==> config.mk <==
export PLATFORM = sky130hd
export DESIGN_NAME = toy_register_machine_execute
export DESIGN_NICKNAME = d
export VERILOG_FILES = /design/src/design/trme_pkg.sv /design/src/design/toy_register_machine_execute.sv /design/src/design/trme_ram.sv /design/src/design/trme_front.sv /design/src/design/trme_queue.sv /design/src/design/trme_back.sv
export SDC_FILE = /design/constraint.sdc
export NUM_CORES = 2
export LEC_CHECK = 0
export ABC_CLOCK_PERIOD_IN_PS = 13330
export BUFFER_PORTS_ARGS = -buffer_cell sky130_fd_sc_hd__buf_2
export CELL_PAD_IN_SITES_DETAIL_PLACEMENT = 0
export CELL_PAD_IN_SITES_GLOBAL_PLACEMENT = 2
export CORE_ASPECT_RATIO = 1.2
export CORE_MARGIN = 2
export CORE_UTILIZATION = 48
export DETAILED_ROUTE_END_ITERATION = 10
export PLACE_DENSITY_LB_ADDON = 0.1
export SLEW_MARGIN = 20
export SYNTH_ARGS = -nofsm -noshare
export SYNTH_HDL_FRONTEND = slang
export SYNTH_SLANG_ARGS = --single-unit
==> constraint.sdc <==
create_clock -name clk -period 13.33 [get_ports clk]
set_input_delay 1.333 -clock clk [delete_from_list [all_inputs] [get_ports clk]]
set_output_delay 1.333 -clock clk [all_outputs]
set_load 0.05 [all_outputs]
==> src/design/trme_pkg.sv <==
// ---------------------------------------------------------------------------
// trme_pkg: shared types and constants
// Opcodes, operand kinds, micro-op encodings and the decoded instruction
// that the front end hands to the execute back end.
// ---------------------------------------------------------------------------
package trme_pkg;

    localparam int DW         = 32;
    localparam int NUM_REGS   = 5;
    localparam int REG_AW     = 3;
    localparam int MEM_WORDS  = 64;
    localparam int ADDR_LIMIT = 50;
    // highest legal address + 1: the smaller of the address limit and memory size
    localparam int ADDR_LIM   = (ADDR_LIMIT < MEM_WORDS) ? ADDR_LIMIT : MEM_WORDS;
    localparam int MEM_AW     = (MEM_WORDS > 1) ? $clog2(MEM_WORDS) : 1;
    localparam int QDEPTH     = 2;
    localparam int QPW        = (QDEPTH > 1) ? $clog2(QDEPTH) : 1;
    localparam int QCW        = $clog2(QDEPTH + 1);

    // opcodes
    localparam logic [2:0] OP_MOV = 3'd0;
    localparam logic [2:0] OP_ADD = 3'd1;
    localparam logic [2:0] OP_SUB = 3'd2;
    localparam logic [2:0] OP_PRN = 3'd3;
    localparam logic [2:0] OP_JMP = 3'd4;
    localparam logic [2:0] OP_JPN = 3'd5;
    localparam logic [2:0] OP_HLT = 3'd6;

    // operand kinds
    localparam logic [1:0] OPK_REG   = 2'd0;
    localparam logic [1:0] OPK_ADDR  = 2'd1;
    localparam logic [1:0] OPK_CONST = 2'd2;

    // source of operand x
    localparam logic [1:0] XSEL_REGA = 2'd0;
    localparam logic [1:0] XSEL_REGB = 2'd1;
    localparam logic [1:0] XSEL_MEM  = 2'd2;
    localparam logic [1:0] XSEL_IMM  = 2'd3;

    // alu function
    localparam logic [1:0] ALU_PASS = 2'd0;
    localparam logic [1:0] ALU_ADD  = 2'd1;
    localparam logic [1:0] ALU_SUB  = 2'd2;

    // branch condition
    localparam logic [1:0] BR_NONE   = 2'd0;
    localparam logic [1:0] BR_ALWAYS = 2'd1;
    localparam logic [1:0] BR_ZERO   = 2'd2;
    localparam logic [1:0] BR_NONPOS = 2'd3;

    typedef struct packed {
        logic              fault;
        logic              halt;
        logic              print;
        logic [1:0]        xsel;
        logic [1:0]        alu;
        logic [1:0]        br;
        logic [REG_AW-1:0] rega;
        logic [REG_AW-1:0] regb;
        logic [MEM_AW-1:0] mem_rd;
        logic              wr_reg;
        logic [REG_AW-1:0] wr_reg_idx;
        logic              wr_mem;
        logic [MEM_AW-1:0] wr_mem_idx;
        logic [DW-1:0]     imm;
    } trme_inst_t;

endpackage

==> src/design/toy_register_machine_execute.sv <==
// ---------------------------------------------------------------------------
// toy_register_machine_execute: execute stage of a small register machine
// Executes one decoded instruction per beat on five registers, a word
// memory and a program counter, and returns one result beat per item.
// ---------------------------------------------------------------------------
// Usage:
//   Input channel (in_valid/in_ready) carries the opcode and two tagged
//   operands. Output channel (out_valid/out_ready) carries print data, the
//   fault and halted flags and the next program counter.
//   A beat is classified on acceptance and written to a two-entry queue.
//   The back end pops it, reading the register file and data memory into the
//   execute stage registers, then executes it into the output register.
//   Throughput is one instruction per cycle while the receiver does not
//   stall, set by the read and execute stages of the back end; forwarding
//   covers back-to-back dependent instructions.
//   While the receiver stalls, the output register holds its beat, the
//   execute stage and queue fill, and in_ready drops once the queue is full.
//   Reset clears registers, memory (per-word valid bits, no clearing pass),
//   program counter and the stopped flag. After HLT or a fault every beat
//   is answered with halted set and the counter unchanged.
// ---------------------------------------------------------------------------
module toy_register_machine_execute
    import trme_pkg::*;
(
    input  logic               clk,
    input  logic               rst_n,
    input  logic               in_valid,
    output logic               in_ready,
    input  logic [2:0]         kind,
    input  logic [1:0]         first_kind,
    input  logic signed [31:0] first_value,
    input  logic [1:0]         second_kind,
    input  logic signed [31:0] second_value,
    output logic               out_valid,
    input  logic               out_ready,
    output logic               print_valid,
    output logic signed [31:0] print_value,
    output logic               fault,
    output logic               halted,
    output logic signed [31:0] next_pc
);

    trme_inst_t dec_inst;
    trme_inst_t head_inst;
    logic       q_full;
    logic       q_nonempty;
    logic       q_pop;
    logic       push;

    assign in_ready = !q_full;
    assign push     = in_valid && in_ready;

    trme_front u_front (
        .kind         (kind),
        .first_kind   (first_kind),
        .first_value  (first_value),
        .second_kind  (second_kind),
        .second_value (second_value),
        .inst         (dec_inst)
    );

    trme_queue u_queue (
        .clk       (clk),
        .rst_n     (rst_n),
        .push      (push),
        .push_inst (dec_inst),
        .full      (q_full),
        .pop       (q_pop),
        .nonempty  (q_nonempty),
        .head      (head_inst)
    );

    trme_back u_back (
        .clk         (clk),
        .rst_n       (rst_n),
        .q_valid     (q_nonempty),
        .q_inst      (head_inst),
        .q_pop       (q_pop),
        .out_valid   (out_valid),
        .out_ready   (out_ready),
        .print_valid (print_valid),
        .print_value (print_value),
        .fault       (fault),
        .halted      (halted),
        .next_pc     (next_pc)
    );

endmodule

==> src/design/trme_ram.sv <==
// ---------------------------------------------------------------------------
// trme_ram: generic single-write, single-read RAM
// One write port and one read port with registered read data.
// ---------------------------------------------------------------------------
module trme_ram #(
    parameter int WIDTH = 32,
    parameter int DEPTH = 64
) (
    input  logic                                   clk,
    input  logic                                   we,
    input  logic [((DEPTH > 1) ? $clog2(DEPTH) : 1)-1:0] waddr,
    input  logic [WIDTH-1:0]                       wdata,
    input  logic                                   re,
    input  logic [((DEPTH > 1) ? $clog2(DEPTH) : 1)-1:0] raddr,
    output logic [WIDTH-1:0]                       rdata
);

    logic [WIDTH-1:0] ram_reg [DEPTH];
    logic [WIDTH-1:0] rdata_reg;

    always_ff @(posedge clk)
    begin
        if (we)
        begin
            ram_reg[waddr] <= wdata;
        end
        if (re)
        begin
            rdata_reg <= ram_reg[raddr];
        end
    end

    assign rdata = rdata_reg;

endmodule

==> src/design/trme_front.sv <==
// ---------------------------------------------------------------------------
// trme_front: instruction classifier
// Checks operand legality and turns each beat into a decoded micro-op:
// register/memory read indexes, write target, alu function, branch kind.
// ---------------------------------------------------------------------------
module trme_front
    import trme_pkg::*;
(
    input  logic [2:0]        kind,
    input  logic [1:0]        first_kind,
    input  logic signed [31:0] first_value,
    input  logic [1:0]        second_kind,
    input  logic signed [31:0] second_value,
    output trme_inst_t        inst
);

    logic [DW-1:0] fv;
    logic [DW-1:0] sv;
    logic          f_reg, f_addr, f_const;
    logic          s_reg, s_addr, s_const;
    logic [REG_AW-1:0] f_ridx, s_ridx;

    assign fv = first_value;
    assign sv = second_value;

    assign f_reg   = (first_kind == OPK_REG) && (fv >= DW'(1)) && (fv <= DW'(NUM_REGS));
    assign f_addr  = (first_kind == OPK_ADDR) && (fv < DW'(ADDR_LIM));
    assign f_const = (first_kind == OPK_CONST);
    assign s_reg   = (second_kind == OPK_REG) && (sv >= DW'(1)) && (sv <= DW'(NUM_REGS));
    assign s_addr  = (second_kind == OPK_ADDR) && (sv < DW'(ADDR_LIM));
    assign s_const = (second_kind == OPK_CONST);

    // register numbers 1..5 map to slots 0..4
    assign f_ridx = fv[REG_AW-1:0] - REG_AW'(1);
    assign s_ridx = sv[REG_AW-1:0] - REG_AW'(1);

    always_comb
    begin
        inst = '0;
        case (kind) inside
            OP_MOV:
            begin
                if (f_reg)
                begin
                    inst.rega = f_ridx;
                    if (s_reg)
                    begin
                        inst.xsel       = XSEL_REGA;
                        inst.wr_reg     = 1'b1;
                        inst.wr_reg_idx = s_ridx;
                    end
                    else if (s_const)
                    begin
                        inst.xsel       = XSEL_IMM;
                        inst.imm        = sv;
                        inst.wr_reg     = 1'b1;
                        inst.wr_reg_idx = f_ridx;
                    end
                    else if (s_addr)
                    begin
                        inst.xsel       = XSEL_REGA;
                        inst.wr_mem     = 1'b1;
                        inst.wr_mem_idx = sv[MEM_AW-1:0];
                    end
                    else
                    begin
                        inst.fault = 1'b1;
                    end
                end
                else if (f_addr)
                begin
                    if (s_reg)
                    begin
                        inst.xsel       = XSEL_MEM;
                        inst.mem_rd     = fv[MEM_AW-1:0];
                        inst.wr_reg     = 1'b1;
                        inst.wr_reg_idx = s_ridx;
                    end
                    else if (s_const)
                    begin
                        inst.xsel       = XSEL_IMM;
                        inst.imm        = sv;
                        inst.wr_mem     = 1'b1;
                        inst.wr_mem_idx = fv[MEM_AW-1:0];
                    end
                    else
                    begin
                        inst.fault = 1'b1;
                    end
                end
                else
                begin
                    inst.fault = 1'b1;
                end
            end
            OP_ADD, OP_SUB:
            begin
                if (f_reg && (s_reg || s_const || s_addr))
                begin
                    inst.rega       = f_ridx;
                    inst.alu        = (kind == OP_ADD) ? ALU_ADD : ALU_SUB;
                    inst.wr_reg     = 1'b1;
                    inst.wr_reg_idx = f_ridx;
                    if (s_reg)
                    begin
                        inst.xsel = XSEL_REGB;
                        inst.regb = s_ridx;
                    end
                    else if (s_const)
                    begin
                        inst.xsel = XSEL_IMM;
                        inst.imm  = sv;
                    end
                    else
                    begin
                        inst.xsel   = XSEL_MEM;
                        inst.mem_rd = sv[MEM_AW-1:0];
                    end
                end
                else
                begin
                    inst.fault = 1'b1;
                end
            end
            OP_PRN:
            begin
                inst.print = f_reg || f_const || f_addr;
                inst.fault = !(f_reg || f_const || f_addr);
                if (f_reg)
                begin
                    inst.xsel = XSEL_REGA;
                    inst.rega = f_ridx;
                end
                else if (f_const)
                begin
                    inst.xsel = XSEL_IMM;
                    inst.imm  = fv;
                end
                else
                begin
                    inst.xsel   = XSEL_MEM;
                    inst.mem_rd = fv[MEM_AW-1:0];
                end
            end
            OP_JMP, OP_JPN:
            begin
                if (f_reg && s_const)
                begin
                    inst.rega = f_ridx;
                    inst.imm  = sv;
                    inst.br   = (kind == OP_JMP) ? BR_ZERO : BR_NONPOS;
                end
                else if (!f_reg && f_const)
                begin
                    inst.imm = fv;
                    inst.br  = BR_ALWAYS;
                end
                else
                begin
                    inst.fault = 1'b1;
                end
            end
            OP_HLT:
            begin
                inst.halt = 1'b1;
            end
            default:
            begin
                inst.fault = 1'b1;
            end
        endcase
    end

endmodule

==> src/design/trme_queue.sv <==
// ---------------------------------------------------------------------------
// trme_queue: decoded instruction queue
// Small register FIFO between the classifier and the execute back end.
// ---------------------------------------------------------------------------
module trme_queue
    import trme_pkg::*;
(
    input  logic       clk,
    input  logic       rst_n,
    input  logic       push,
    input  trme_inst_t push_inst,
    output logic       full,
    input  logic       pop,
    output logic       nonempty,
    output trme_inst_t head
);

    trme_inst_t       entry_reg [QDEPTH];
    logic [QPW-1:0]   wr_ptr_reg, wr_ptr_next;
    logic [QPW-1:0]   rd_ptr_reg, rd_ptr_next;
    logic [QCW-1:0]   count_reg, count_next;

    assign full     = (count_reg == QCW'(QDEPTH));
    assign nonempty = (count_reg != '0);
    assign head     = entry_reg[rd_ptr_reg];

    always_comb
    begin
        wr_ptr_next = wr_ptr_reg;
        rd_ptr_next = rd_ptr_reg;
        if (push)
        begin
            wr_ptr_next = (wr_ptr_reg == QPW'(QDEPTH - 1)) ? '0 : wr_ptr_reg + QPW'(1);
        end
        if (pop)
        begin
            rd_ptr_next = (rd_ptr_reg == QPW'(QDEPTH - 1)) ? '0 : rd_ptr_reg + QPW'(1);
        end
        count_next = count_reg + QCW'(push) - QCW'(pop);
    end

    always_ff @(posedge clk or negedge rst_n)
    begin
        if (!rst_n)
        begin
            wr_ptr_reg <= '0;
            rd_ptr_reg <= '0;
            count_reg  <= '0;
        end
        else
        begin
            wr_ptr_reg <= wr_ptr_next;
            rd_ptr_reg <= rd_ptr_next;
            count_reg  <= count_next;
        end
    end

    always_ff @(posedge clk)
    begin
        if (push)
        begin
            entry_reg[wr_ptr_reg] <= push_inst;
        end
    end

    a_no_pop_empty: assert property (@(posedge clk) disable iff (!rst_n)
        pop |-> count_reg != '0)
        else $error("queue popped while empty");

    a_no_push_full: assert property (@(posedge clk) disable iff (!rst_n)
        push |-> count_reg != QCW'(QDEPTH))
        else $error("queue pushed while full");

endmodule

==> src/design/trme_back.sv <==
// ---------------------------------------------------------------------------
// trme_back: execute back end
// Pops a micro-op, reads the register file and data memory, then executes:
// alu, write-back, branch resolution, halt tracking, output register.
// ---------------------------------------------------------------------------
module trme_back
    import trme_pkg::*;
(
    input  logic               clk,
    input  logic               rst_n,
    input  logic               q_valid,
    input  trme_inst_t         q_inst,
    output logic               q_pop,
    output logic               out_valid,
    input  logic               out_ready,
    output logic               print_valid,
    output logic signed [31:0] print_value,
    output logic               fault,
    output logic               halted,
    output logic signed [31:0] next_pc
);

    // execute stage
    logic              x_vld_reg;
    trme_inst_t        x_inst_reg;
    logic              ra_vld_reg, rb_vld_reg, m_vld_reg;
    logic              x_adv;

    // machine state
    logic              stopped_reg, stopped_next;
    logic [DW-1:0]     pc_reg, pc_next;
    logic [NUM_REGS-1:0]  reg_vld_reg;
    logic [MEM_WORDS-1:0] mem_vld_reg;

    // last write to each space, forwarded past the read-old RAM
    logic              byp_reg_vld_reg;
    logic [REG_AW-1:0] byp_reg_idx_reg;
    logic [DW-1:0]     byp_reg_data_reg;
    logic              byp_mem_vld_reg;
    logic [MEM_AW-1:0] byp_mem_idx_reg;
    logic [DW-1:0]     byp_mem_data_reg;

    // output register
    logic              o_vld_reg;
    logic              o_print_valid_reg;
    logic [DW-1:0]     o_print_value_reg;
    logic              o_fault_reg;
    logic              o_halted_reg;
    logic [DW-1:0]     o_next_pc_reg;

    logic [DW-1:0]     ram_a_rdata, ram_b_rdata, ram_m_rdata;
    logic [DW-1:0]     rega_val, regb_val, mem_val, x_val, alu_res;
    logic              take;
    logic              reg_we, mem_we;

    assign x_adv = x_vld_reg && (!o_vld_reg || out_ready);
    assign q_pop = q_valid && (!x_vld_reg || x_adv);

    assign reg_we = x_adv && !stopped_reg && x_inst_reg.wr_reg;
    assign mem_we = x_adv && !stopped_reg && x_inst_reg.wr_mem;

    // register file duplicated for two read ports
    trme_ram #(.WIDTH(DW), .DEPTH(NUM_REGS)) u_regs_a (
        .clk   (clk),
        .we    (reg_we),
        .waddr (x_inst_reg.wr_reg_idx),
        .wdata (alu_res),
        .re    (q_pop),
        .raddr (q_inst.rega),
        .rdata (ram_a_rdata)
    );

    trme_ram #(.WIDTH(DW), .DEPTH(NUM_REGS)) u_regs_b (
        .clk   (clk),
        .we    (reg_we),
        .waddr (x_inst_reg.wr_reg_idx),
        .wdata (alu_res),
        .re    (q_pop),
        .raddr (q_inst.regb),
        .rdata (ram_b_rdata)
    );

    trme_ram #(.WIDTH(DW), .DEPTH(MEM_WORDS)) u_dmem (
        .clk   (clk),
        .we    (mem_we),
        .waddr (x_inst_reg.wr_mem_idx),
        .wdata (alu_res),
        .re    (q_pop),
        .raddr (q_inst.mem_rd),
        .rdata (ram_m_rdata)
    );

    always_comb
    begin
        if (byp_reg_vld_reg && byp_reg_idx_reg == x_inst_reg.rega)
        begin
            rega_val = byp_reg_data_reg;
        end
        else
        begin
            rega_val = ra_vld_reg ? ram_a_rdata : '0;
        end

        if (byp_reg_vld_reg && byp_reg_idx_reg == x_inst_reg.regb)
        begin
            regb_val = byp_reg_data_reg;
        end
        else
        begin
            regb_val = rb_vld_reg ? ram_b_rdata : '0;
        end

        if (byp_mem_vld_reg && byp_mem_idx_reg == x_inst_reg.mem_rd)
        begin
            mem_val = byp_mem_data_reg;
        end
        else
        begin
            mem_val = m_vld_reg ? ram_m_rdata : '0;
        end

        case (x_inst_reg.xsel)
            XSEL_REGA: x_val = rega_val;
            XSEL_REGB: x_val = regb_val;
            XSEL_MEM:  x_val = mem_val;
            default:   x_val = x_inst_reg.imm;
        endcase

        case (x_inst_reg.alu)
            ALU_ADD: alu_res = rega_val + x_val;
            ALU_SUB: alu_res = rega_val - x_val;
            default: alu_res = x_val;
        endcase

        case (x_inst_reg.br)
            BR_ALWAYS: take = 1'b1;
            BR_ZERO:   take = (rega_val == '0);
            BR_NONPOS: take = (rega_val == '0) || rega_val[DW-1];
            default:   take = 1'b0;
        endcase

        if (stopped_reg)
        begin
            pc_next      = pc_reg;
            stopped_next = 1'b1;
        end
        else
        begin
            pc_next      = take ? x_inst_reg.imm : pc_reg + DW'(1);
            stopped_next = x_inst_reg.halt || x_inst_reg.fault;
        end
    end

    always_ff @(posedge clk or negedge rst_n)
    begin
        if (!rst_n)
        begin
            x_vld_reg       <= 1'b0;
            o_vld_reg       <= 1'b0;
            stopped_reg     <= 1'b0;
            pc_reg          <= '0;
            reg_vld_reg     <= '0;
            mem_vld_reg     <= '0;
            byp_reg_vld_reg <= 1'b0;
            byp_mem_vld_reg <= 1'b0;
        end
        else
        begin
            if (q_pop)
            begin
                x_vld_reg <= 1'b1;
            end
            else if (x_adv)
            begin
                x_vld_reg <= 1'b0;
            end

            if (x_adv)
            begin
                o_vld_reg <= 1'b1;
            end
            else if (out_ready)
            begin
                o_vld_reg <= 1'b0;
            end

            if (x_adv)
            begin
                stopped_reg <= stopped_next;
                pc_reg      <= pc_next;
            end

            if (reg_we)
            begin
                reg_vld_reg[x_inst_reg.wr_reg_idx] <= 1'b1;
                byp_reg_vld_reg                    <= 1'b1;
            end
            if (mem_we)
            begin
                mem_vld_reg[x_inst_reg.wr_mem_idx] <= 1'b1;
                byp_mem_vld_reg                    <= 1'b1;
            end
        end
    end

    always_ff @(posedge clk)
    begin
        if (q_pop)
        begin
            x_inst_reg <= q_inst;
            ra_vld_reg <= reg_vld_reg[q_inst.rega];
            rb_vld_reg <= reg_vld_reg[q_inst.regb];
            m_vld_reg  <= mem_vld_reg[q_inst.mem_rd];
        end
        if (reg_we)
        begin
            byp_reg_idx_reg  <= x_inst_reg.wr_reg_idx;
            byp_reg_data_reg <= alu_res;
        end
        if (mem_we)
        begin
            byp_mem_idx_reg  <= x_inst_reg.wr_mem_idx;
            byp_mem_data_reg <= alu_res;
        end
        if (x_adv)
        begin
            o_print_valid_reg <= !stopped_reg && x_inst_reg.print;
            o_print_value_reg <= (!stopped_reg && x_inst_reg.print) ? x_val : '0;
            o_fault_reg       <= !stopped_reg && x_inst_reg.fault;
            o_halted_reg      <= stopped_next;
            o_next_pc_reg     <= pc_next;
        end
    end

    assign out_valid   = o_vld_reg;
    assign print_valid = o_print_valid_reg;
    assign print_value = o_print_value_reg;
    assign fault       = o_fault_reg;
    assign halted      = o_halted_reg;
    assign next_pc     = o_next_pc_reg;

    a_no_write_stopped: assert property (@(posedge clk) disable iff (!rst_n)
        (reg_we || mem_we) |-> !stopped_reg)
        else $error("state written while machine stopped");

    a_stop_sticky: assert property (@(posedge clk) disable iff (!rst_n)
        stopped_reg |=> stopped_reg)
        else $error("machine left the stopped state");

    a_fault_halts: assert property (@(posedge clk) disable iff (!rst_n)
        (out_valid && fault) |-> (halted && !print_valid))
        else $error("fault beat without halt");

    a_pop_has_item: assert property (@(posedge clk) disable iff (!rst_n)
        q_pop |-> q_valid)
        else $error("execute popped an empty queue");

endmodule
== Yosys cells after proc, flatten, opt, wreduce, memory -nomap -nowiden ==
Memories as Yosys holds them, arrays and structs flattened. A register that Yosys moved wholly into a read port is not among the register bits.
Cells that the tools add are included.

* Muxes and demuxes: 122
* Reduce and logical (&&, ||, !) cells: 46
* Bitwise operators: 2
* Divide/modulo/power cells: 0
* Magnitude comparators: 13
* Eq/ne operators: 21
* $mul: 0
* $add $sub $neg: 9
* Shift-type cells: 0

{| class="wikitable"
|+ Operators with widths
! operator !! count
|-
| two-way mux 32 bit || 19
|-
| two-way mux 39 bit || 3
|-
| one-hot mux 32 bit (3 select lines) || 1
|-
| >= comparator 32 x 1 -> 1 bit (second input constant) || 2
|-
| <= comparator 32 x 3 -> 1 bit (second input constant) || 2
|-
| < comparator 32 x 6 -> 1 bit (second input constant) || 2
|-
| bitwise OR 64 bit || 1
|-
| one-hot mux 32 bit (2 select lines) || 1
|-
| two-way mux 49 bit || 1
|-
| two-way mux 6 bit || 8
|-
| two-way mux 1 bit || 45
|-
| two-way mux 43 bit || 1
|-
| two-way mux 2 bit || 18
|-
| adder 32 x 1 -> 32 bit (second input constant) || 1
|-
| adder 32 bit || 1
|-
| zero test 32 bit || 1
|-
| subtractor 32 bit || 1
|-
| two-way mux 3 bit || 9
|-
| logical AND 1 bit || 22
|-
| two-way mux 7 bit || 3
|-
| two-way mux 4 bit || 5
|-
| two-way mux 16 bit || 1
|-
| == test 2 bit (second input constant) || 7
|-
| < comparator 6 x 7 -> 1 bit (second input constant) || 2
|-
| other kinds (26) || 56
|}

* Input bits: 75
* Memories: 4
* Bits in writable memories: 2496
* Register bits after elaboration: 317
* Logic and storage cells: 254
* Output and inout bits: 69
* Memory bits (read-only): 0
* Bits in latches: 0

{| class="wikitable"
|+ Memory list
! memory !! depth !! width !! rd ports !! clocked after Yosys merged registers in !! write ports !! RTL line !! source
|-
| u_back.u_dmem.ram_reg || 64 || 32 || 1 || 1 || 1 || trme_ram.sv:18 || <nowiki>logic [WIDTH-1:0] ram_reg [DEPTH];</nowiki>
|-
| u_back.u_regs_a.ram_reg || 5 || 32 || 1 || 1 || 1 || trme_ram.sv:18 ||
|-
| u_back.u_regs_b.ram_reg || 5 || 32 || 1 || 1 || 1 || trme_ram.sv:18 ||
|-
| u_queue.entry_reg || 2 || 64 || 1 || 0 || 1 || trme_queue.sv:18 || <nowiki>trme_inst_t entry_reg [QDEPTH];</nowiki>
|}

== Depth between registers and ports, before layout ==
* Depth after elaboration: 11
* Gate-level depth with buffers: 25
* Mapped depth without buffers: 22

== Modules after synthesis ==
From an unflattened synthesis, not the netlist that was laid out.

* Cell total of the unflattened synthesis: 6354
* Area total of the unflattened synthesis: 117293.7 um2

{| class="wikitable"
|+ By module, submodules not included
! module !! sequential area each (um2) !! area each (um2) !! times used !! cells each
|-
| trme_ram (u_back.u_dmem) || 62459.9 || 79202.2 || 1 || 3572
|-
| trme_back || 8868.5 || 17292.8 || 1 || 1618
|-
| trme_ram (u_back.u_regs_a ...) || 5765.5 || 7224.4 || 2 || 383
|-
| trme_queue || 3943.8 || 5023.6 || 1 || 214
|-
| trme_front || 0.0 || 1316.3 || 1 || 182
|-
| toy_register_machine_execute || 0.0 || 10.0 || 1 || 2
|}

== Worst setup path after synthesis ==
Ideal clock, no wire load.

* Path kind: reg-to-reg
* From: register u_back.byp_reg_idx_reg[1]
* To: register u_back.byp_mem_data_reg[19] (data pin)
* Period minus slack after synthesis: 7707 ps
* Required time: 12574 ps
* Path buffers: 1
* Stages on the path, launching flop included: 22
* Slack: 5623 ps
* Setup time: 756 ps
* Data arrival time: 6952 ps
* Path through: edfxtp_1 xnor2_1 and4_1 buf_2 mux2_4 a221oi_1 o22a_1 ha_1 nand2_1 nor3_4 a31oi_1 xor2_1 ha_1 a21oi_1 o21ai_0 a22o_1 a211o_1 and2_1 a21o_1 a21oi_1 xor2_1 o21ai_0

* Cells in the longest elaborated chain, start to end: 6
* Elaborated cells on any way between the ends: 10
* Classes of those cells: add/sub: 2; eq/ne: 2; mux: 4; reduce/logical: 2

{| class="wikitable"
|+ Ends and longest elaborated chain
! item !! RTL line !! source
|-
| start: declaration || trme_back.sv:37 || <nowiki>logic [REG_AW-1:0] byp_reg_idx_reg;</nowiki>
|-
| start signal: assignment || trme_back.sv:217 || <nowiki>byp_reg_idx_reg <= x_inst_reg.wr_reg_idx;</nowiki>
|-
| == test 3 bit, on equally long branches || trme_back.sv:104, trme_back.sv:95 ||
|-
| logical AND 1 bit, on equally long branches || trme_back.sv:104, trme_back.sv:95 ||
|-
| two-way mux 32 bit, on equally long branches || trme_back.sv:104, trme_back.sv:95 ||
|-
| one-hot mux 32 bit (3 select lines) || trme_back.sv:122 || <nowiki>case (x_inst_reg.xsel)</nowiki>
|-
| subtractor 32 bit or adder 32 bit (tied branches) || trme_back.sv:131, trme_back.sv:130 ||
|-
| one-hot mux 32 bit (2 select lines) (*) || trme_back.sv:129 || <nowiki>case (x_inst_reg.alu)</nowiki>
|-
| named net u_back.alu_res[19] || trme_back.sv:52 || <nowiki>logic [DW-1:0] rega_val, regb_val, mem_val, x_val, alu_res;</nowiki>
|-
| end signal: assignment || trme_back.sv:223 || <nowiki>byp_mem_data_reg <= alu_res;</nowiki>
|-
| end: declaration || trme_back.sv:41 || <nowiki>logic [DW-1:0] byp_mem_data_reg;</nowiki>
|}

The timed path passes the listed nets; every way through them passes the cells marked *.
A chain may end at the register's enable or synchronous reset.

== Worst setup path in the final report ==
* From: register u_back.byp_reg_idx_reg[1]
* To: memory u_back.u_dmem.ram_reg[26][30] (data pin)

* Cells in the longest elaborated chain, start to end: 6
* Elaborated cells on any way between the ends: 10
* Classes of those cells: add/sub: 2; eq/ne: 2; mux: 4; reduce/logical: 2

{| class="wikitable"
|+ Ends and longest elaborated chain
! item !! RTL line
|-
| == test 3 bit, on equally long branches || trme_back.sv:104, trme_back.sv:95
|-
| logical AND 1 bit, on equally long branches || trme_back.sv:104, trme_back.sv:95
|-
| two-way mux 32 bit, on equally long branches || trme_back.sv:104, trme_back.sv:95
|-
| one-hot mux 32 bit (3 select lines) || trme_back.sv:122
|-
| subtractor 32 bit or adder 32 bit (tied branches) || trme_back.sv:131, trme_back.sv:130
|-
| one-hot mux 32 bit (2 select lines) (*) || trme_back.sv:129
|-
| named net u_back.alu_res[30] || trme_back.sv:52
|-
| end: declaration || trme_ram.sv:18
|}

Marks and branches as above.

==> results.cfg <==
[status]
status = finished clean

[die]
die_area_sq_mm = 0.242
start_util_pct = 48.2
io-pin-count = 144
rows = 196
die_w_microns = 449
core_sq_mm = 0.237
chipHeight_microns = 538

[synth]
yosysWarnings = 0
syn_nets = 9377
yosysTopAreaCell = edfxtp_1
avgSynthCellArea_sq_um = 12.3
synth_top_area_share_pct = 69.4
synth_edf_count = 2639
synth_cell_type_count = 85
async_reset_ff_share_pct = 4.00
synth_area_leaders = edfxtp_1 (69%), nand2_1 (8.8%), nand3_1 (5.1%)
netlist_instances = 9254
seq_area_frac_synth_pct = 71.8
synth-seq-cells = 2749
synthFlopType = edfxtp_1
synth_area_sq_mm = 0.114

[route]
wl_microns = 366000
drt_pass1_iterations = 6
vias_per_cell = 5.99
drt_iter0_drc = 7944
dr_total_vias = 76135
drc = 0
avgRoutedWirePerCell_microns = 28.8
ant_nets = 0

[cts]
hold_buffers = 0
htree_levels = 5
clock_latency_ns = 0.87
cts_made_buffers = 290
cts_resized = 0
path_clk_slew_ns = 0.06
cts_root_buffer = clkbuf_16
cts_tree = done
post_cts_buffers = 0
clkSinkCount = 2749
cts_buffer_depth = 4

[setup_path]
crit_required_ns = 13.94
cp_max_fo = 67
slowest_stage = mux2i_4
timing.rr.start = u_back.byp_reg_idx_reg[1]
max_stage_delay_ns = 0.81
reg2reg_depth = 22
start_kind = flip-flop
end_kind = flip-flop
criticalPathCategory = flip-flop to flip-flop
rrSetupSlack_ns = 4.87
crit_chain = xnor2_1 > and4_4 > mux2i_1 > o2bb2ai_1 > a31oi_1 > nand4_4 > nor3_2 > a21oi_1 > xor2_1 > ha_1 > nand2_1 > nor2_1 > o2111ai_1 > and3b_1 > o21ai_1 > a211oi_1 > a211oi_1 > nor3_1 > o41ai_1 > xnor2_1 > mux2i_4 > buf_4
rr_endpoint = u_back.u_dmem.ram_reg[26][30]
cp.arrival_ns = 9.07

[global_route]
grt_remaining_overflow = 0
grt_pass1_wl_microns = 521000
grt_max_degree = 146
grt_pass1_vias = 72611
grt_antenna_before_repair = 14
grt_util_all_layers_pct = 29.6

[finish]
final_common_cell = nand2_1
area_growth_syn_to_layout_pct = 12.8
mostFrequentLayoutCells = nand2_1 (2,671), edfxtp_1 (2,639), nand3_1 (1,161)
largest_register_ffs = 2048
drive_above_1_share_pct = 11.2
num-nets-final = 9427

[sta]
final.setup.tns_ns = 0
period_share_pct = 63.5
tightest_slew_ns = 1.29
rsz0062_at_grt = false
skew_ns = 0.0434
fin_crit_ns = 8.46
finalHoldViolCount = 0
setup_viol_count_final = 0
relSlewSlack_pct = 13.6
slew_viol_final = 0
fmax_mhz = 118

[job]
drv_cap = 0

[placement]
place.port_buffers = 143
gp_congestion = 0.905
hpwl_microns = 204000

[min_path]
worstHoldPathType = input port to asynchronous set/reset pin
synthesized netlist by cell type (40+ instances only):
cell and n:
ha_1 47, xor2_1 43, nor3_1 61, o21ai_0 222
buf_1 41, o22a_1 40, a31oi_1 60, mux2_2 61
or2_2 71, and3_1 159, mux2i_1 44, inv_1 62
nor2_1 251, clkbuf_1 553, a21oi_1 200, a22o_1 42
a311oi_1 367, nand2_1 2672, dfrtp_1 110, nand3_1 1161
edfxtp_1 2639
worst max path at each step:
stage,depth (start not counted),end,slack [ns],from
finish,22,u_back.u_dmem.ram_reg[26][30],4.87,u_back.byp_reg_idx_reg[1]
detailed placement,22,u_back.u_dmem.ram_reg[31][30],5.10,u_back.byp_reg_idx_reg[1]
CTS,22,u_back.u_dmem.ram_reg[12][30],5.03,u_back.byp_reg_idx_reg[1]
floorplan,21,u_back.byp_mem_data_reg[19],5.62,u_back.byp_reg_idx_reg[1]
global placement,22,u_back.u_dmem.ram_reg[28][30],5.04,u_back.byp_reg_idx_reg[1]
global route,21,u_back.u_dmem.ram_reg[3][30],4.48,u_back.byp_reg_idx_reg[1]
metal layers:
layer  up-vias  part of all wire [%]  track usage (%)
met3       558                   6.4             3.98
li1      34043                     -                -
met5         -                0.0049                0
met4         2                   4.7             13.0
met2      2869                    49             49.2
met1     38663                    40             39.0
cell type report:
| class | count | area [sq um] |
|---|---|---|
| flip-flops and latches | 2749 | 82000 |
| fillers | 19795 | 108000 |
| inverters | 66 | 268 |
| well taps | 3168 | 3960 |
| repair buffers | 377 | 2700 |
| clock buffers | 368 | 7750 |
| clock inverters | 137 | 1380 |
| diodes | 17 | 42.5 |
| multi-input cells | 5820 | 30800 |
metrics by stage:
step / area [sq um] / utilization (%) / setup WS (ns) / instances / hold WS, ns
finish: 129000 / 54.4 / 4.87 / 12702 / 0.407
floorplan: 114000 / - / 5.62 / 9254 / 0.424
global route: 129000 / 54.3 / 4.48 / 12686 / 0.453
global placement: 120000 / 50.4 / 5.04 / 12179 / 0.449
CTS: 129000 / 54.3 / 5.03 / 12684 / 0.411
detailed placement: 120000 / 50.5 / 5.10 / 12179 / 0.451
worst max-delay path, delay by kind of cell (launching register included):
family                   cells  cell delay, ns
AO/OA/AOI/OAI                8            2.96
XOR/XNOR                     3            0.54
adder cells (fa/ha/maj)      1            0.43
buffers and inverters        1            0.53
flip-flops                   1            0.42
multiplexers                 2            1.08
AND/OR/NAND/NOR              7            2.17
kinds of logic after synthesis:
group / synth area share (%)
flops: 71.8
simple gates: 17.1
xor+xnor: 0.633
fa+ha+maj: 0.532
compound gates: 6.64
buf+inv: 2.30
mux: 1.07
Power is left out: the tool's default activity adds up to more than one toggle a clock period on the data nets, which glitch-free logic cannot reach.
